## config.mk

```make
export PLATFORM = sky130hd
export DESIGN_NAME = button_click_event_detector_top
export DESIGN_NICKNAME = d
export VERILOG_FILES = /design/src/rtl/bced_pkg.sv /design/src/rtl/button_click_event_detector_top.sv /design/src/rtl/bced_csr.sv /design/src/rtl/bced_core.sv
export SDC_FILE = /design/constraint.sdc
export NUM_CORES = 1
export LEC_CHECK = 0
export BUFFER_PORTS_ARGS = -buffer_cell sky130_fd_sc_hd__buf_2
export CAP_MARGIN = 10
export CORE_MARGIN = 3
export CORE_UTILIZATION = 62
export DETAILED_ROUTE_END_ITERATION = 12
export PLACE_DENSITY = 0.82
export SLEW_MARGIN = 20
export SYNTH_ARGS = -nofsm -noshare
export SYNTH_HDL_FRONTEND = slang
export SYNTH_SLANG_ARGS = --single-unit
export TNS_END_PERCENT = 50
```

## constraint.sdc

```tcl
create_clock -name clock -period 5.6 [get_ports clock]
set_input_delay 0.28 -clock clock [delete_from_list [all_inputs] [get_ports clock]]
set_output_delay 0.28 -clock clock [all_outputs]
set_load 0.02 [all_outputs]
```

## src/rtl/bced_pkg.sv

```systemverilog
package bced_pkg;

   localparam int unsigned CsrIndexWidth = 3;
   localparam int unsigned CsrDataWidth  = 8;
   localparam logic [7:0]  HoldLimit     = 8'hFF;

   localparam logic [7:0] DebounceTicksReset     = 8'd2;
   localparam logic [7:0] LongTicksReset         = 8'd50;
   localparam logic [7:0] RepeatTicksReset       = 8'd10;
   localparam logic [7:0] DoubleWindowTicksReset = 8'd15;
   localparam logic       ActiveLevelReset       = 1'b0;

   typedef enum logic [CsrIndexWidth-1:0] {
      CSR_DEBOUNCE_TICKS   = 3'd0,
      CSR_LONG_TICKS       = 3'd1,
      CSR_REPEAT_TICKS     = 3'd2,
      CSR_DOUBLE_WINDOW    = 3'd3,
      CSR_ACTIVE_LEVEL     = 3'd4,
      CSR_CONTINUOUS_MODE  = 3'd5,
      CSR_LONG_ON_RELEASE  = 3'd6,
      CSR_SINGLE_DEFERRED  = 3'd7
   } csr_index_type;

   typedef enum logic [1:0] {
      ST_IDLE = 2'd0,
      ST_DOWN = 2'd1,
      ST_UP   = 2'd2,
      ST_WAIT = 2'd3
   } press_state_type;

   typedef enum logic [2:0] {
      TR_NONE   = 3'd0,
      TR_DOWN   = 3'd1,
      TR_DOUBLE = 3'd2,
      TR_LONG   = 3'd3,
      TR_CONT   = 3'd4
   } trigger_type;

   typedef enum logic [2:0] {
      EV_CLICK       = 3'd0,
      EV_DOUBLE      = 3'd1,
      EV_LONG        = 3'd2,
      EV_LONG_REL    = 3'd3,
      EV_REPEAT      = 3'd4,
      EV_REPEAT_REL  = 3'd5
   } event_type;

   typedef struct packed {
      logic [7:0] debounce_ticks;
      logic [7:0] long_ticks;
      logic [7:0] repeat_ticks;
      logic [7:0] double_window_ticks;
      logic       active_level;
      logic       continuous_mode;
      logic       long_on_release_mode;
      logic       single_deferred_mode;
   } cfg_type;

   typedef struct packed {
      logic            event_valid;
      event_type       event_code;
      press_state_type press_state;
      trigger_type     last_trigger;
   } result_type;

endpackage

```

## src/rtl/button_click_event_detector_top.sv

```systemverilog
// rsp valid follows the req transfer through the input register, then the result register;
// a stall on rsp_stall can hold a tick in either register.
// Throughput: one scan tick per cycle while rsp_stall is low; the counters and press state
// update in a single pass between the two registers, so back-to-back ticks never wait on each other.
// rsp_stall holds the result register and backs up into req_stall through the input stage.
// Reset (synchronous): config to defaults, press state idle, trigger none, counters zero,
// stable level at the inactive level.
module button_click_event_detector_top (
   input  logic                                 clock,
   input  logic                                 reset,
   input  logic                                 req_valid,
   output logic                                 req_stall,
   input  logic                                 req_pin_level,
   output logic                                 rsp_valid,
   input  logic                                 rsp_stall,
   output logic                                 rsp_event_valid,
   output logic [2:0]                           rsp_event_code,
   output logic [1:0]                           rsp_press_state,
   output logic [2:0]                           rsp_last_trigger,
   input  logic                                 csr_write_enable,
   input  logic [bced_pkg::CsrIndexWidth-1:0]   csr_index,
   input  logic [bced_pkg::CsrDataWidth-1:0]    csr_write_data
);
   import bced_pkg::*;

   cfg_type    cfg;
   result_type result;

   logic       in_valid_ff,  in_valid_in;
   logic       in_level_ff;
   logic       out_valid_ff, out_valid_in;
   result_type out_ff;
   logic       advance;
   logic       req_xfer;

   assign advance   = in_valid_ff && (!out_valid_ff || !rsp_stall);
   assign req_stall = in_valid_ff && !advance;
   assign req_xfer  = req_valid && !req_stall;

   always_comb begin
      in_valid_in = in_valid_ff;
      if (req_xfer) begin
         in_valid_in = 1'b1;
      end else if (advance) begin
         in_valid_in = 1'b0;
      end

      out_valid_in = out_valid_ff;
      if (advance) begin
         out_valid_in = 1'b1;
      end else if (!rsp_stall) begin
         out_valid_in = 1'b0;
      end
   end

   always_ff @(posedge clock) begin
      if (reset) begin
         in_valid_ff  <= 1'b0;
         out_valid_ff <= 1'b0;
      end else begin
         in_valid_ff  <= in_valid_in;
         out_valid_ff <= out_valid_in;
      end
   end

   always_ff @(posedge clock) begin
      if (req_xfer) begin
         in_level_ff <= req_pin_level;
      end
      if (advance) begin
         out_ff <= result;
      end
   end

   bced_csr u_csr (
      .clock            (clock),
      .reset            (reset),
      .csr_write_enable (csr_write_enable),
      .csr_index        (csr_index),
      .csr_write_data   (csr_write_data),
      .cfg              (cfg)
   );

   bced_core u_core (
      .clock  (clock),
      .reset  (reset),
      .step   (advance),
      .level  (in_level_ff),
      .cfg    (cfg),
      .result (result)
   );

   assign rsp_valid        = out_valid_ff;
   assign rsp_event_valid  = out_ff.event_valid;
   assign rsp_event_code   = out_ff.event_code;
   assign rsp_press_state  = out_ff.press_state;
   assign rsp_last_trigger = out_ff.last_trigger;

endmodule

```

## src/rtl/bced_csr.sv

```systemverilog
module bced_csr (
   input  logic                                 clock,
   input  logic                                 reset,
   input  logic                                 csr_write_enable,
   input  logic [bced_pkg::CsrIndexWidth-1:0]   csr_index,
   input  logic [bced_pkg::CsrDataWidth-1:0]    csr_write_data,
   output bced_pkg::cfg_type                    cfg
);
   import bced_pkg::*;

   cfg_type cfg_ff;
   cfg_type cfg_in;

   always_comb begin
      cfg_in = cfg_ff;
      if (csr_write_enable) begin
         case (csr_index_type'(csr_index))
            CSR_DEBOUNCE_TICKS:  cfg_in.debounce_ticks       = csr_write_data;
            CSR_LONG_TICKS:      cfg_in.long_ticks           = csr_write_data;
            CSR_REPEAT_TICKS:    cfg_in.repeat_ticks         = csr_write_data;
            CSR_DOUBLE_WINDOW:   cfg_in.double_window_ticks  = csr_write_data;
            CSR_ACTIVE_LEVEL:    cfg_in.active_level         = csr_write_data[0];
            CSR_CONTINUOUS_MODE: cfg_in.continuous_mode      = csr_write_data[0];
            CSR_LONG_ON_RELEASE: cfg_in.long_on_release_mode = csr_write_data[0];
            CSR_SINGLE_DEFERRED: cfg_in.single_deferred_mode = csr_write_data[0];
            default:             cfg_in = cfg_ff;
         endcase
      end
   end

   always_ff @(posedge clock) begin
      if (reset) begin
         cfg_ff.debounce_ticks       <= DebounceTicksReset;
         cfg_ff.long_ticks           <= LongTicksReset;
         cfg_ff.repeat_ticks         <= RepeatTicksReset;
         cfg_ff.double_window_ticks  <= DoubleWindowTicksReset;
         cfg_ff.active_level         <= ActiveLevelReset;
         cfg_ff.continuous_mode      <= 1'b0;
         cfg_ff.long_on_release_mode <= 1'b0;
         cfg_ff.single_deferred_mode <= 1'b0;
      end else begin
         cfg_ff <= cfg_in;
      end
   end

   assign cfg = cfg_ff;

endmodule

```

## src/rtl/bced_core.sv

```systemverilog
module bced_core (
   input  logic                  clock,
   input  logic                  reset,
   input  logic                  step,
   input  logic                  level,
   input  bced_pkg::cfg_type     cfg,
   output bced_pkg::result_type  result
);
   import bced_pkg::*;

   logic            stable_ff,   stable_in;
   logic [7:0]      debounce_ff, debounce_in;
   press_state_type state_ff,    state_in;
   trigger_type     prev_ff,     prev_in;
   trigger_type     trigger_ff,  trigger_in;
   logic [7:0]      hold_ff,     hold_in;
   logic [7:0]      repeat_ff,   repeat_in;
   logic [7:0]      window_ff,   window_in;
   logic            fire;
   event_type       code;

   always_comb begin
      stable_in   = stable_ff;
      debounce_in = debounce_ff;
      state_in    = state_ff;
      prev_in     = prev_ff;
      trigger_in  = trigger_ff;
      hold_in     = hold_ff;
      repeat_in   = repeat_ff;
      window_in   = window_ff;
      fire        = 1'b0;
      code        = EV_CLICK;

      // debounce: count accumulates over differing ticks, cleared only on accept
      if (level != stable_ff) begin
         debounce_in = debounce_ff + 8'd1;
         if (debounce_in >= cfg.debounce_ticks) begin
            stable_in   = level;
            debounce_in = 8'd0;
            if (state_ff == ST_IDLE || state_ff == ST_WAIT) begin
               state_in = ST_DOWN;
            end else if (state_ff == ST_DOWN) begin
               state_in = ST_UP;
            end
         end
      end

      case (state_in)
         ST_DOWN: begin
            if (stable_in == cfg.active_level) begin
               if (cfg.continuous_mode) begin
                  repeat_in = repeat_ff + 8'd1;
                  if (repeat_in >= cfg.repeat_ticks) begin
                     repeat_in  = 8'd0;
                     trigger_in = TR_CONT;
                     fire       = 1'b1;
                     code       = EV_REPEAT;
                  end
               end else begin
                  trigger_in = TR_DOWN;
                  hold_in    = hold_ff + 8'd1;
                  if (hold_in >= cfg.long_ticks) begin
                     if (cfg.long_on_release_mode) begin
                        trigger_in = TR_LONG;
                     end else begin
                        repeat_in = repeat_ff + 8'd1;
                        if (repeat_in >= cfg.repeat_ticks) begin
                           repeat_in  = 8'd0;
                           trigger_in = TR_LONG;
                           fire       = 1'b1;
                           code       = EV_LONG;
                        end
                     end
                     // saturate back to the long threshold
                     if (hold_in == HoldLimit) begin
                        hold_in = cfg.long_ticks;
                     end
                  end
               end
            end
         end
         ST_UP: begin
            if (trigger_ff == TR_DOWN) begin
               if (window_ff <= cfg.double_window_ticks && prev_ff == TR_DOUBLE) begin
                  trigger_in = TR_DOUBLE;
                  fire       = 1'b1;
                  code       = EV_DOUBLE;
                  state_in   = ST_IDLE;
                  prev_in    = TR_NONE;
               end else begin
                  window_in = 8'd0;
                  hold_in   = 8'd0;
                  if (!cfg.single_deferred_mode) begin
                     fire = 1'b1;
                     code = EV_CLICK;
                  end
                  state_in = ST_WAIT;
                  prev_in  = TR_DOUBLE;
               end
            end else if (trigger_ff == TR_LONG) begin
               fire     = 1'b1;
               code     = cfg.long_on_release_mode ? EV_LONG : EV_LONG_REL;
               hold_in  = 8'd0;
               state_in = ST_IDLE;
               prev_in  = TR_LONG;
            end else if (cfg.continuous_mode && trigger_ff == TR_CONT) begin
               hold_in  = 8'd0;
               fire     = 1'b1;
               code     = EV_REPEAT_REL;
               state_in = ST_IDLE;
               prev_in  = TR_CONT;
            end
         end
         ST_WAIT: begin
            window_in = window_ff + 8'd1;
            if (window_in >= cfg.double_window_ticks) begin
               state_in = ST_IDLE;
               prev_in  = TR_NONE;
               if (cfg.single_deferred_mode) begin
                  window_in = 8'd0;
                  fire      = 1'b1;
                  code      = EV_CLICK;
                  prev_in   = TR_DOWN;
               end
            end
         end
         default: begin
         end
      endcase
   end

   always_ff @(posedge clock) begin
      if (reset) begin
         stable_ff   <= ~ActiveLevelReset;
         debounce_ff <= 8'd0;
         state_ff    <= ST_IDLE;
         prev_ff     <= TR_NONE;
         trigger_ff  <= TR_NONE;
         hold_ff     <= 8'd0;
         repeat_ff   <= 8'd0;
         window_ff   <= 8'd0;
      end else if (step) begin
         stable_ff   <= stable_in;
         debounce_ff <= debounce_in;
         state_ff    <= state_in;
         prev_ff     <= prev_in;
         trigger_ff  <= trigger_in;
         hold_ff     <= hold_in;
         repeat_ff   <= repeat_in;
         window_ff   <= window_in;
      end
   end

   assign result.event_valid  = fire;
   assign result.event_code   = fire ? code : EV_CLICK;
   assign result.press_state  = state_in;
   assign result.last_trigger = trigger_in;

   a_hold_when_idle: assert property (@(posedge clock) disable iff (reset)
      !step |=> $stable(state_ff) && $stable(trigger_ff) && $stable(debounce_ff))
      else $error("core state moved without a transfer");

   a_no_idle_to_up: assert property (@(posedge clock) disable iff (reset)
      step && state_ff == ST_IDLE |-> state_in != ST_UP)
      else $error("idle jumped straight to up");

   a_double_ends_idle: assert property (@(posedge clock) disable iff (reset)
      step && fire && code == EV_DOUBLE |=> state_ff == ST_IDLE && trigger_ff == TR_DOUBLE)
      else $error("double click did not return to idle");

   a_hold_bounded: assert property (@(posedge clock) disable iff (reset)
      step && state_in == ST_DOWN && !cfg.continuous_mode
         && stable_in == cfg.active_level |-> hold_in != HoldLimit)
      else $error("hold count left at its limit");

endmodule
```

==> out/results.txt <==
Chip Width: 99.9 microns
Top FF cell, synth: dfxtp_1
Mean post-synth cell area: 8.20 sq um
Final period util: 85.4%
RSZ-0062 raised after global routing: no
Commonest non-fill, non-tap cell in the layout: nand2_1
CTS Buffer Depth: 2
Vias in the first global route: 4,671
Routed len/inst: 16.6 microns
Post-synthesis xor/xnor area fraction: 4.32%
GRT overflow: 0
Final worst slack: 0.818 ns
Fmax: 209 MHz
Post-synthesis cell area: 5470 sq um
Ranking of synthesized cells by area: dfxtp_1 (29%), ha_1 (11%), nand2_1 (6.2%), edfxtp_1 (5.5%), a21oi_1 (5.4%)
Synth cell types: 66
CP peak stage delay: 0.59 ns
Cts-stage hold buffer count: 0
CP bufs+invs: 1
Initial antenna violation count: 0
Met3 wire length: 920 microns
Metal-1 WL: 5880 microns
Post-detail-place hpwl: 9820 microns
WL met2: 6140 microns
Type of destination of the critical path: register
TritonCTS clock tree: yes
GRT Total Usage: 27.3%
Worst path slowest cell: or4_1
Setup violations, final: 0
# placed instances: 776
Final WL: 13,100 microns
Maximum number of pins on one net before global-route repair: 59
Max-Cap Viols: 0
Die area: 9980 sq um
First-pass GRT wire length: 22,000 microns
Pwr/cell area: 208 nW/um^2
Critical Path RT: 5.89 ns
Top sig layer: met4
Clock transition at the registers of the reported paths: 0.09 ns
Mux contribution to synthesized area: 2.40%
DRC violations left: 0
Area Overhead vs Synth: 6.77%
Hold_ws: 0.103 ns
H-tree Lvls: 3
Adder-Cell Fraction of Synth Area: 11.4%
Lkg Pwr: 2.40 nW
Clk sinks: 89
Row cnt: 33
Delay-heaviest family, CP: compound AO/OA/AOI/OAI gates
Max-slew headroom: 30.1%
Largest family of logic cells by synthesized area: simple AND/OR/NAND/NOR gates
Post-Synth Simple-Gate Area: 21.6%
Cell taking the most area after synthesis: dfxtp_1
CTS Buf Count: 9
Worst Hold Class: in -> reg
#FFs+latches synth: 89
Starting DRT DRC Count: 351
CP Max Fanout: 16
Vias/cell: 6.25
Inserted Diodes: 0
Worst slack, placed: 0.996 ns
Syn Nets: 734
Final hold viol count: 0
Top Ports: 28
Die Y: 99.9 microns
Max VDD drop: 0.000143 V
CP Launch Type: register
Most frequent cells in the layout: nand2_1 (90), dfxtp_1 (79), a21oi_1 (59), inv_1 (52), nor2_1 (51)
Synth async-reset ratio: 0%
Routed Antenna Nets: 0
Critical path class: reg -> reg
Drt first pass iters: 5
Layout cells sized above 1: 8.59%
Worst skew pair latency: 0.36 ns
Fin Setup TNS: 0 ns
Post-synth top area share: 28.9%
Final GP Congestion: 0.889
Seq/Total Area, Yosys: 34.4%
Fill count: 677
NumNets Final: 749
Via count: 4,949
Mapped Cells: 667
Area of the core: 8380 sq um
Post-cts resize count: 0
Crit-path most repeated cell: ha_1
Post-CTS setup buffers: 0
Initial Util: 65.2%
Yosys warning count: 0
Worst clock skew: 0.0136 ns
Post-synthesis compound-gate area fraction: 20.5%
Minimum clock period: 4.78 ns
Worst Path Arrival: 5.08 ns
Worst Tran Pin Value: 1.05 ns
Pins over their slew limit: 0
PortBufs: 27
Status: finished clean
CTS root buf: clkbuf_8
Crit-path cells: ha_1, nand3_1, nor2_1, xor2_1, ha_1, o21ai_0, nor2_1, a211o_1, and3_1, xor2_1, inv_1, ha_1, o2111ai_1, or4_1, a21oi_1
Number of flops mapped to enable cells by yosys: 10
Post-route insts no fill: 792
==> worst paths after layout <==
check,from,to,slack [ns],cells after the start
hold reg to reg,u_csr.cfg[19],u_csr.cfg[19],0.46,2
setup reg to reg,u_core.debounce_ff[0],u_core.repeat_ff[2],0.82,15
hold / removal,req_pin_level,in_level_ff,0.10,1
setup / recovery,u_core.debounce_ff[0],u_core.repeat_ff[2],0.82,15
==> state kept, by name (all words and copies together), names as in the netlist, 2 cells and up <==
signal / flops
u_csr.cfg: 36
u_core.debounce_ff: 8
u_core.hold_ff: 8
u_core.repeat_ff: 8
u_core.window_ff: 8
rsp_event_code: 3
rsp_last_trigger: 3
u_core.prev_ff: 3
u_core.trigger_ff: 3
rsp_press_state: 2
u_core.state_ff: 2
==> metal layers <==
metal,vias to the layer above,track usage (%)
met5,-,0
met4,0,8.09
met3,25,5.14
met2,175,45.4
met1,2339,36.2
li1,2410,-
==> layout make-up <==
cell class / instances / area [sq um] / share of cell area (%)
Inverter: 53 / 199 / 3.41
Tap cell: 105 / 131 / 2.25
Clock buffer: 11 / 141 / 2.42
Sequential cell: 89 / 1880 / 32.2
Clock inverter: 5 / 46.3 / 0.793
Timing Repair Buffer: 28 / 143 / 2.44
Multi-Input combinational cell: 501 / 3300 / 56.5
==> logic make-up after synthesis <==
logic type                 Yosys count
adders and majority gates           50
DFF                                 89
and+or+nand+nor                    247
muxes                               13
AOI/OAI and AO/OA                  164
xor gates and xnor gates            27
buffers and inverters               77
==> per-stage QoR <==
step / total power [mW] / area [sq um] / util (%)
after floorplan: 0.761 / 5470 / -
after CTS: 1.22 / 5840 / 69.7
after global placement: 0.794 / 5650 / 67.4
final: 1.21 / 5840 / 69.7
after global routing: 1.26 / 5840 / 69.7
after detailed placement: 0.798 / 5650 / 67.4
==> where the power goes <==
group | switching [mW] | leakage [nW] | internal (mW)
Combinational | 0.0808 | 1.57 | 0.0384
Clock | 0.245 | 0.0964 | 0.182
Sequential | 0.0106 | 0.736 | 0.656
Total | 0.336 | 2.40 | 0.877
==> synth_stat cells, types with 3 or more instances <==
| master | n |
|---|---|
| or3_1 | 7 |
| nor4_1 | 3 |
| and3_1 | 11 |
| mux2i_1 | 12 |
| nand3b_1 | 4 |
| a21bo_2 | 3 |
| o21ai_0 | 19 |
| nand3_1 | 28 |
| inv_1 | 52 |
| o31ai_1 | 3 |
| a22o_1 | 4 |
| dfxtp_1 | 79 |
| ha_1 | 50 |
| a211oi_1 | 8 |
| o211ai_1 | 18 |
| xor2_1 | 13 |
| edfxtp_1 | 10 |
| nand2b_1 | 10 |
| nand2_1 | 90 |
| and2_1 | 3 |
| o31a_1 | 4 |
| o32ai_1 | 5 |
| o21a_1 | 4 |
| nand4_1 | 11 |
| xnor2_1 | 14 |
| nor3_1 | 6 |
| a21oi_1 | 59 |
| nor2_1 | 51 |
| a41oi_1 | 3 |
| or2_2 | 3 |
| a31oi_1 | 4 |
| nor2b_1 | 11 |
| clkbuf_1 | 22 |
| a311oi_1 | 3 |
No activity file was read; power rests on OpenSTA's default activity.
